<file path="src/dasl_pkg.sv">
// Shared types and constants for the dual axis servo slew limiter.
// No dependencies.
package dasl_pkg;

  localparam int ANGLE_W = 12;
  localparam int TARGET_W = 13;
  localparam int PULSE_W = 12;
  localparam int TICK_W = 8;
  localparam int CMD_W = 2;
  localparam int CFG_IDX_W = 3;
  localparam int CFG_DATA_W = 12;

  typedef logic [ANGLE_W-1:0] angle_t;
  typedef logic signed [TARGET_W-1:0] target_t;
  typedef logic [PULSE_W-1:0] pulse_t;
  typedef logic [TICK_W-1:0] tick_t;
  typedef logic [CMD_W-1:0] cmd_t;
  typedef logic [CFG_IDX_W-1:0] cfg_idx_t;
  typedef logic [CFG_DATA_W-1:0] cfg_data_t;

  localparam cmd_t CMD_TICK = 2'd0;
  localparam cmd_t CMD_SET_ROTATION = 2'd1;
  localparam cmd_t CMD_SET_TILT = 2'd2;

  localparam cfg_idx_t REG_ROTATION_MIN = 3'd0;
  localparam cfg_idx_t REG_ROTATION_MAX = 3'd1;
  localparam cfg_idx_t REG_TILT_MIN = 3'd2;
  localparam cfg_idx_t REG_TILT_MAX = 3'd3;
  localparam cfg_idx_t REG_STEP_SIZE = 3'd4;
  localparam cfg_idx_t REG_UPDATE_INTERVAL = 3'd5;
  localparam cfg_idx_t REG_PULSE_MIN = 3'd6;
  localparam cfg_idx_t REG_PULSE_MAX = 3'd7;

  localparam angle_t HOME_ANGLE = 12'd1440;
  localparam angle_t FULL_SCALE = 12'd2880;
  localparam angle_t STEP_RESET = 12'd16;
  localparam tick_t INTERVAL_RESET = 8'd20;
  localparam pulse_t PULSE_MIN_RESET = 12'd500;
  localparam pulse_t PULSE_MAX_RESET = 12'd2500;
  localparam tick_t TICK_SAT = 8'd255;
  localparam pulse_t PULSE_SAT = 12'd4095;

  // floor(n / 2880) = floor(((n + BIAS) >> 6) / 45) - BIAS_Q, with n + BIAS >= 0
  localparam int BIAS_Q = 5823;
  localparam int BIAS = BIAS_Q * 2880;
  localparam int PROD_W = 26;
  localparam int SHIFT_W = 19;
  localparam int QUOT_W = 14;
  localparam int RECIP_SHIFT = 26;
  localparam logic [20:0] RECIP_45 = 21'd1491308;
  localparam logic [5:0] DIV_45 = 6'd45;

endpackage

</file>
<file path="src/dual_axis_servo_slew_limiter_core.sv">
// Dual axis servo slew limiter: set commands, tick counting, slewing and pulse scaling.
// Depends on dasl_pkg.
// Only a tick that moves an axis yields a result word, registered in s0, s1, s2, s3 and the output stage.
// Throughput: one input word per cycle; the five-stage pipeline advances as one,
// so a stalled output holds every stage and in_ready follows it.
// Reset: config registers to defaults, targets and positions to 1440, tick counter
// to 0, pipeline empty. Config writes are always ready.
module dual_axis_servo_slew_limiter_core (
  input  logic                  clk,
  input  logic                  rst,
  input  logic                  in_valid,
  output logic                  in_ready,
  input  dasl_pkg::cmd_t        cmd,
  input  dasl_pkg::target_t     target_angle,
  output logic                  out_valid,
  input  logic                  out_ready,
  output logic                  rotation_moved,
  output dasl_pkg::pulse_t      rotation_pulse_us,
  output logic                  tilt_moved,
  output dasl_pkg::pulse_t      tilt_pulse_us,
  input  logic                  cfg_valid,
  output logic                  cfg_ready,
  input  dasl_pkg::cfg_idx_t    cfg_index,
  input  dasl_pkg::cfg_data_t   cfg_data
);
  import dasl_pkg::*;

  angle_t rotation_min, rotation_max, tilt_min, tilt_max, step_size;
  tick_t update_interval;
  pulse_t pulse_min, pulse_max;

  angle_t rotation_target, rotation_position, tilt_target, tilt_position;
  tick_t ticks_since_update;
  angle_t rotation_target_next, rotation_position_next;
  angle_t tilt_target_next, tilt_position_next;
  tick_t ticks_since_update_next;

  logic advance;

  logic s0_valid;
  cmd_t s0_cmd;
  target_t s0_angle;

  logic fire;
  logic rot_moved_c, tilt_moved_c;
  angle_t rot_slew, tilt_slew, rot_clamp, tilt_clamp;
  tick_t ticks_inc;

  logic s1_valid, s1_rm, s1_tm;
  angle_t s1_rpos, s1_tpos;

  logic signed [PULSE_W:0] diff;
  logic s2_valid, s2_rm, s2_tm;
  logic signed [PROD_W-1:0] s2_rprod, s2_tprod;

  logic s3_valid, s3_rm, s3_tm;
  logic [SHIFT_W-1:0] s3_rm_shift, s3_tm_shift;
  logic [QUOT_W-1:0] s3_rqe, s3_tqe;

  function automatic angle_t clamp_window(target_t a, angle_t lo, angle_t hi);
    logic signed [TARGET_W:0] v;
    v = {a[TARGET_W-1], a};
    if (v < $signed({2'b00, lo})) v = $signed({2'b00, lo});
    if (v > $signed({2'b00, hi})) v = $signed({2'b00, hi});
    if (v < 0) v = '0;
    return v[ANGLE_W-1:0];
  endfunction

  function automatic angle_t slew(angle_t pos, angle_t tgt, angle_t step);
    logic [ANGLE_W:0] up;
    logic [ANGLE_W:0] reach;
    angle_t res;
    up = {1'b0, pos} + {1'b0, step};
    reach = {1'b0, tgt} + {1'b0, step};
    res = pos;
    if (tgt > pos) begin
      res = (up > {1'b0, tgt}) ? tgt : up[ANGLE_W-1:0];
    end else if (tgt < pos) begin
      res = ({1'b0, pos} >= reach) ? pos - step : tgt;
    end
    return res;
  endfunction

  function automatic logic [SHIFT_W-1:0] bias_shift(logic signed [PROD_W-1:0] prod);
    logic signed [PROD_W:0] b;
    b = {prod[PROD_W-1], prod} + (PROD_W+1)'(BIAS);
    return b[SHIFT_W+5:6];
  endfunction

  function automatic logic [QUOT_W-1:0] quot_est(logic [SHIFT_W-1:0] m);
    logic [39:0] p;
    p = 40'(m) * 40'(RECIP_45);
    return p[RECIP_SHIFT+QUOT_W-1:RECIP_SHIFT];
  endfunction

  function automatic pulse_t pulse_final(logic [SHIFT_W-1:0] m, logic [QUOT_W-1:0] qe,
                                         pulse_t pmin);
    logic [SHIFT_W:0] back;
    logic [SHIFT_W:0] r;
    logic [QUOT_W-1:0] q;
    logic signed [15:0] p;
    back = (SHIFT_W+1)'(qe) * (SHIFT_W+1)'(DIV_45);
    r = {1'b0, m} - back;
    q = (r >= (SHIFT_W+1)'(DIV_45)) ? qe + 1'b1 : qe;
    p = $signed({4'b0, pmin}) + $signed({2'b0, q}) - 16'(BIAS_Q);
    if (p < 0) return '0;
    if (p > $signed({4'b0, PULSE_SAT})) return PULSE_SAT;
    return p[PULSE_W-1:0];
  endfunction

  assign advance = !out_valid || out_ready;
  assign in_ready = advance;
  assign cfg_ready = 1'b1;

  always_ff @(posedge clk) begin
    if (rst) begin
      rotation_min <= '0;
      rotation_max <= FULL_SCALE;
      tilt_min <= '0;
      tilt_max <= FULL_SCALE;
      step_size <= STEP_RESET;
      update_interval <= INTERVAL_RESET;
      pulse_min <= PULSE_MIN_RESET;
      pulse_max <= PULSE_MAX_RESET;
    end else if (cfg_valid) begin
      unique case (cfg_index)
        REG_ROTATION_MIN: rotation_min <= cfg_data;
        REG_ROTATION_MAX: rotation_max <= cfg_data;
        REG_TILT_MIN: tilt_min <= cfg_data;
        REG_TILT_MAX: tilt_max <= cfg_data;
        REG_STEP_SIZE: step_size <= cfg_data;
        REG_UPDATE_INTERVAL: update_interval <= cfg_data[TICK_W-1:0];
        REG_PULSE_MIN: pulse_min <= cfg_data;
        REG_PULSE_MAX: pulse_max <= cfg_data;
        default: ;
      endcase
    end
  end

  always_ff @(posedge clk) begin
    if (rst) begin
      s0_valid <= 1'b0;
    end else if (advance) begin
      s0_valid <= in_valid;
    end
  end

  always_ff @(posedge clk) begin
    if (advance) begin
      s0_cmd <= cmd;
      s0_angle <= target_angle;
    end
  end

  assign rot_clamp = clamp_window(s0_angle, rotation_min, rotation_max);
  assign tilt_clamp = clamp_window(s0_angle, tilt_min, tilt_max);
  assign rot_slew = slew(rotation_position, rotation_target, step_size);
  assign tilt_slew = slew(tilt_position, tilt_target, step_size);
  assign rot_moved_c = rot_slew != rotation_position;
  assign tilt_moved_c = tilt_slew != tilt_position;
  assign ticks_inc = (ticks_since_update == TICK_SAT) ? ticks_since_update
                                                      : ticks_since_update + 1'b1;

  always_comb begin
    rotation_target_next = rotation_target;
    tilt_target_next = tilt_target;
    rotation_position_next = rotation_position;
    tilt_position_next = tilt_position;
    ticks_since_update_next = ticks_since_update;
    fire = 1'b0;
    if (s0_valid) begin
      unique case (s0_cmd)
        CMD_SET_ROTATION: rotation_target_next = rot_clamp;
        CMD_SET_TILT: tilt_target_next = tilt_clamp;
        CMD_TICK: begin
          if (ticks_inc < update_interval) begin
            ticks_since_update_next = ticks_inc;
          end else begin
            ticks_since_update_next = '0;
            rotation_position_next = rot_slew;
            tilt_position_next = tilt_slew;
            fire = rot_moved_c || tilt_moved_c;
          end
        end
        default: ;
      endcase
    end
  end

  always_ff @(posedge clk) begin
    if (rst) begin
      rotation_target <= HOME_ANGLE;
      rotation_position <= HOME_ANGLE;
      tilt_target <= HOME_ANGLE;
      tilt_position <= HOME_ANGLE;
      ticks_since_update <= '0;
      s1_valid <= 1'b0;
      s2_valid <= 1'b0;
      s3_valid <= 1'b0;
      out_valid <= 1'b0;
    end else if (advance) begin
      rotation_target <= rotation_target_next;
      rotation_position <= rotation_position_next;
      tilt_target <= tilt_target_next;
      tilt_position <= tilt_position_next;
      ticks_since_update <= ticks_since_update_next;
      s1_valid <= fire;
      s2_valid <= s1_valid;
      s3_valid <= s2_valid;
      out_valid <= s3_valid;
    end
  end

  assign diff = $signed({1'b0, pulse_max}) - $signed({1'b0, pulse_min});

  always_ff @(posedge clk) begin
    if (advance) begin
      s1_rm <= rot_moved_c;
      s1_tm <= tilt_moved_c;
      s1_rpos <= rotation_position_next;
      s1_tpos <= tilt_position_next;

      s2_rm <= s1_rm;
      s2_tm <= s1_tm;
      s2_rprod <= PROD_W'($signed({1'b0, s1_rpos})) * PROD_W'(diff);
      s2_tprod <= PROD_W'($signed({1'b0, s1_tpos})) * PROD_W'(diff);

      s3_rm <= s2_rm;
      s3_tm <= s2_tm;
      s3_rm_shift <= bias_shift(s2_rprod);
      s3_tm_shift <= bias_shift(s2_tprod);
      s3_rqe <= quot_est(bias_shift(s2_rprod));
      s3_tqe <= quot_est(bias_shift(s2_tprod));

      rotation_moved <= s3_rm;
      tilt_moved <= s3_tm;
      rotation_pulse_us <= pulse_final(s3_rm_shift, s3_rqe, pulse_min);
      tilt_pulse_us <= pulse_final(s3_tm_shift, s3_tqe, pulse_min);
    end
  end

  a_result_has_move: assert property (@(posedge clk) disable iff (rst)
    out_valid |-> (rotation_moved || tilt_moved))
    else $error("result word with no moved axis");

  a_rotation_moves_on_tick: assert property (@(posedge clk) disable iff (rst)
    ($past(!rst) && (rotation_position != $past(rotation_position)))
    |-> $past(s0_valid && advance && (s0_cmd == CMD_TICK)))
    else $error("rotation position changed without a tick");

  a_tilt_moves_on_tick: assert property (@(posedge clk) disable iff (rst)
    ($past(!rst) && (tilt_position != $past(tilt_position)))
    |-> $past(s0_valid && advance && (s0_cmd == CMD_TICK)))
    else $error("tilt position changed without a tick");

endmodule
</file>
<file path="config.mk">
export PLATFORM = sky130hd
export DESIGN_NAME = dual_axis_servo_slew_limiter_core
export DESIGN_NICKNAME = d
export VERILOG_FILES = /design/src/dasl_pkg.sv /design/src/dual_axis_servo_slew_limiter_core.sv
export SDC_FILE = /design/constraint.sdc
export NUM_CORES = 2
export LEC_CHECK = 0
export BUFFER_PORTS_ARGS = -buffer_cell sky130_fd_sc_hd__buf_4
export CORE_MARGIN = 4
export CORE_UTILIZATION = 65
export DETAILED_ROUTE_END_ITERATION = 8
export GPL_ROUTABILITY_DRIVEN = 0
export GPL_TIMING_DRIVEN = 0
export PLACE_DENSITY_LB_ADDON = 0.08
export SLEW_MARGIN = 5
export SYNTH_ARGS = -nofsm -noshare
export SYNTH_HDL_FRONTEND = slang
export SYNTH_SLANG_ARGS = --single-unit
</file>
<file path="constraint.sdc">
create_clock -name clk -period 13 [get_ports clk]
set_input_delay 1.3 -clock clk [delete_from_list [all_inputs] [get_ports clk]]
set_output_delay 1.3 -clock clk [all_outputs]
set_load 0.005 [all_outputs]
</file>
==> run_results.csv <==
group,metric,value,unit
critical_path,crit_path_top_delay_cell,"xor2_1",
grt,grt_remaining_overflow,0,
critical_path,worstRegToRegCells,36,
sta,layout_min_cycle_time,9.96,ns
grt,grt_use_total,0.314,
logic_synthesis,synth_top_cells_by_count,"inv_1 (1117), ha_1 (820), fa_1 (529)",
critical_path,critPathArrivalTime,10.33,ns
routing,totalWireLength,125000,µm
logic_synthesis,synth.distinct_cells,90,
cts,cts_root_buffer,"clkbuf_16",
sta,transition_time_at_the_pin_with_the_least_slew_margin,1.30,ns
sta,setup_violations,0,
critical_path,r2r_start,"pulse_min[1]",
cts,clock_latency_on_the_worst_skew_pair,0.62,ns
cts,hold_buffers,0,
placement,placement.io_buffers,53,
cts,maximum_clock_insertion_buffer_count,3,
layout,flow.area_growth_from_synthesis,6.11,%
floorplan,rows,100,
critical_path,cp_slowest_stage_delay,0.76,ns
cts,ctsHtreeMaxLevel,2,
floorplan,floorplan.die.width,283,µm
layout,finish.net_count,6987,
logic_synthesis,synthesis.yosys.warnings,0,
critical_path,worst-r2r-setup-slack,3.04,ns
placement,place_hpwl,103000,µm
run,cap_violations,0,
worst_hold_path,hold_class,"flip-flop to flip-flop",
grt,grt_start_max_net_pins,100,
floorplan,floorplan.die_area,0.0801,mm²
routing,average_routed_wire_per_standard_cell,18.9,µm
sta,fin_skew,0.0507,ns
critical_path,critical_path_required,13.36,ns
cts,cts_tree,"built",
cts,clock_sinks,328,
logic_synthesis,ys_top_cells_by_area,"fa_1 (22%), ha_1 (21%), edfxtp_1 (11%)",
logic_synthesis,synth_enable_flop_cells,175,
critical_path,timing.critical_path.to,"s2_rprod[21]",
floorplan,start_util,0.658,
cts,post_cts.repair.setup_buffers,0,
floorplan,floorplan.die.height,283,µm
grt,grt_antenna_before_repair,2,
logic_synthesis,synth.net_count,6891,
routing,detail_route.iter0.violations,2776,
routing,final_antenna_net_count,0,
critical_path,worst_setup_path_start_kind,"flip-flop",
grt,first_global_vias,38900,
logic_synthesis,area_share_of_and_or_nand_nor_cells_after_synthesis,0.125,
logic_synthesis,dominant_combinational_cell_family_by_area_after_synthesis,"adder cells",
logic_synthesis,synth-xor-area-share,0.0498,
cts,clkSlewWorstSetupHoldPaths,0.06,ns
critical_path,critPathCaptureType,"flip-flop",
routing,drt_first_pass_iters,6,
critical_path,critPathLaunch,"pulse_min[1]",
sta,rsz0062_at_grt,"no",
logic_synthesis,synthesis.area_per_instance,8.92,µm²
sta,timing.final.crit_share,0.766,
logic_synthesis,synth_seq_area_share,0.169,
run_status,outcome,"complete, no violations",
floorplan,core_region_area,0.0747,mm²
logic_synthesis,synth.mux.area_fraction,0.0151,
logic_synthesis,synth_adder_area_share,0.425,
sta,final-hold-violation-count,0,
sta,fmax,0.100,GHz
logic_synthesis,post_synth_inst_count,5507,
grt,grt_pass1_wl,203000,µm
sta,slew_headroom,0.126,
routing,dr_total_vias,38500,
cts,cts_resized,0,
critical_path,critical_path_class,"flip-flop to flip-flop",
routing,detail_route.drc_violations,0,
logic_synthesis,synth_most_common_cell,"inv_1",
critical_path,worstReg2RegEnd,"s2_rprod[21]",
cts,clock_buffers_created_by_tritoncts,40,
sta,slew_viol_final,0,
logic_synthesis,synth_top_area_frac,0.216,
layout,share_of_layout_cells_above_drive_strength_1,0.0383,
logic_synthesis,yosys_most_used_dff,"edfxtp_1",
floorplan,ioPinCount,64,
logic_synthesis,netlist_area,0.0491,mm²
critical_path,critical_path.max_fanout,10,
routing,detail_route.vias_per_cell,5.83,
logic_synthesis,postSynth.asyncResetShare,0,
sta,totalNegativeSetupSlack,0,ns
logic_synthesis,synth-seq-cells,328,
logic_synthesis,yosys.area.top_type,"fa_1",
layout,fillerInstances,5996,
logic_synthesis,synth_compound_area_frac,0.117,
## how the worst min path moves through the flow
stage | start | end | slack [ns] | depth (start not counted)
finish | s3_rm | rotation_moved | 0.42 | 0
global route | s2_tm | s3_tm | 0.43 | 0
CTS | s3_rm | rotation_moved | 0.42 | 0
detailed placement | s2_tm | s3_tm | 0.41 | 0
global placement | s1_tm | s2_tm | 0.40 | 0
floorplan | s3_rm | rotation_moved | 0.40 | 0
## state kept, by name, summed over array words and instances, names as in the netlist, 13 cells and up
signal / flops
s3_rqe: 14
s3_tm_shift: 19
s2_tprod: 19
s3_rm_shift: 19
s0_angle: 13
s3_tqe: 14
s2_rprod: 19
## layer usage
layer,vias to the layer above,global-route usage,wire length [µm]
li1,18300,-,-
met3,363,0.0485,8610
met2,1363,0.529,58800
met5,-,0,0
met4,0,0.130,6150
met1,18500,0.406,51400
## worst max-delay path, delay by kind of cell (launching register included)
family | cells | cell delay [ns]
DFF | 1 | 0.59
AOI/OAI and AO/OA | 11 | 2.13
adders and majority gates | 8 | 3.56
and+or+nand+nor | 8 | 1.41
xor gates and xnor gates | 2 | 1.04
buffers and inverters | 7 | 0.95
## layout by cell type (no fill, tap or decap), types with 9 or more instances in the layout
master     Yosys  layout
inv_1       1117    1117
ha_1         820     820
fa_1         529     529
nand2_1      506     506
a21oi_1      308     308
nor2_1       284     284
xnor2_1      181     181
edfxtp_1     175     175
dfxtp_1      153     153
clkbuf_1     141     147
o21ai_0      147     147
and2_1       116     116
xor2_1        93      93
nor3_1        74      74
a21o_1        73      73
nand3_1       62      62
buf_4          4      57
nor2b_1       51      51
o211ai_1      47      47
clkbuf_16      0      41
o21a_1        40      40
o21bai_1      37      37
mux2i_1       37      37
a211oi_1      35      35
nand4_1       33      33
mux2_2        31      31
nand2b_1      29      29
or3_1         27      27
or2_2         27      27
a31oi_1       25      25
nor4_1        23      22
and3_1        20      20
o31ai_1       19      19
a22oi_1       14      14
a2111oi_0     13      13
nor3b_1       13      13
or4_1         11      11
o22ai_1        9       9
## metrics by stage
stage | util | cells | instance area, µm² | hold WS (ns) | setup WS [ns]
floorplan | - | 5507 | 49100 | 0.400 | 4.90
global placement | 0.679 | 6529 | 50700 | 0.402 | 3.35
detailed placement | 0.680 | 6530 | 50800 | 0.406 | 3.29
CTS | 0.698 | 6602 | 52100 | 0.422 | 3.13
global route | 0.698 | 6602 | 52100 | 0.427 | 2.35
finish | 0.698 | 6603 | 52100 | 0.421 | 3.04
## cells by family after synthesis
| family | after synthesis |
|---|---|
| compound gates | 892 |
| xor+xnor | 276 |
| fa+ha+maj | 1351 |
| buf+inv | 1284 |
| flops | 328 |
| mux | 69 |
| other cells | 1 |
| simple gates | 1306 |
## area by class of cell
| class | count | area (µm²) | share of cell area |
|---|---|---|---|
| Antenna cell | 1 | 2.50 | 0.0000480 |
| Timing Repair Buffer | 54 | 425 | 0.00816 |
| Tap cell | 969 | 1210 | 0.0233 |
| Buffer | 165 | 657 | 0.0126 |
| Clock inverter | 23 | 274 | 0.00526 |
| Clock buffer | 49 | 1080 | 0.0206 |
| Sequential cell | 328 | 8320 | 0.160 |
| Multi-Input combinational cell | 3895 | 36000 | 0.690 |
| Inverter | 1119 | 4210 | 0.0807 |
Power is left out: the tool's default activity adds up to more than one toggle a clock period on the data nets, which glitch-free logic cannot reach.
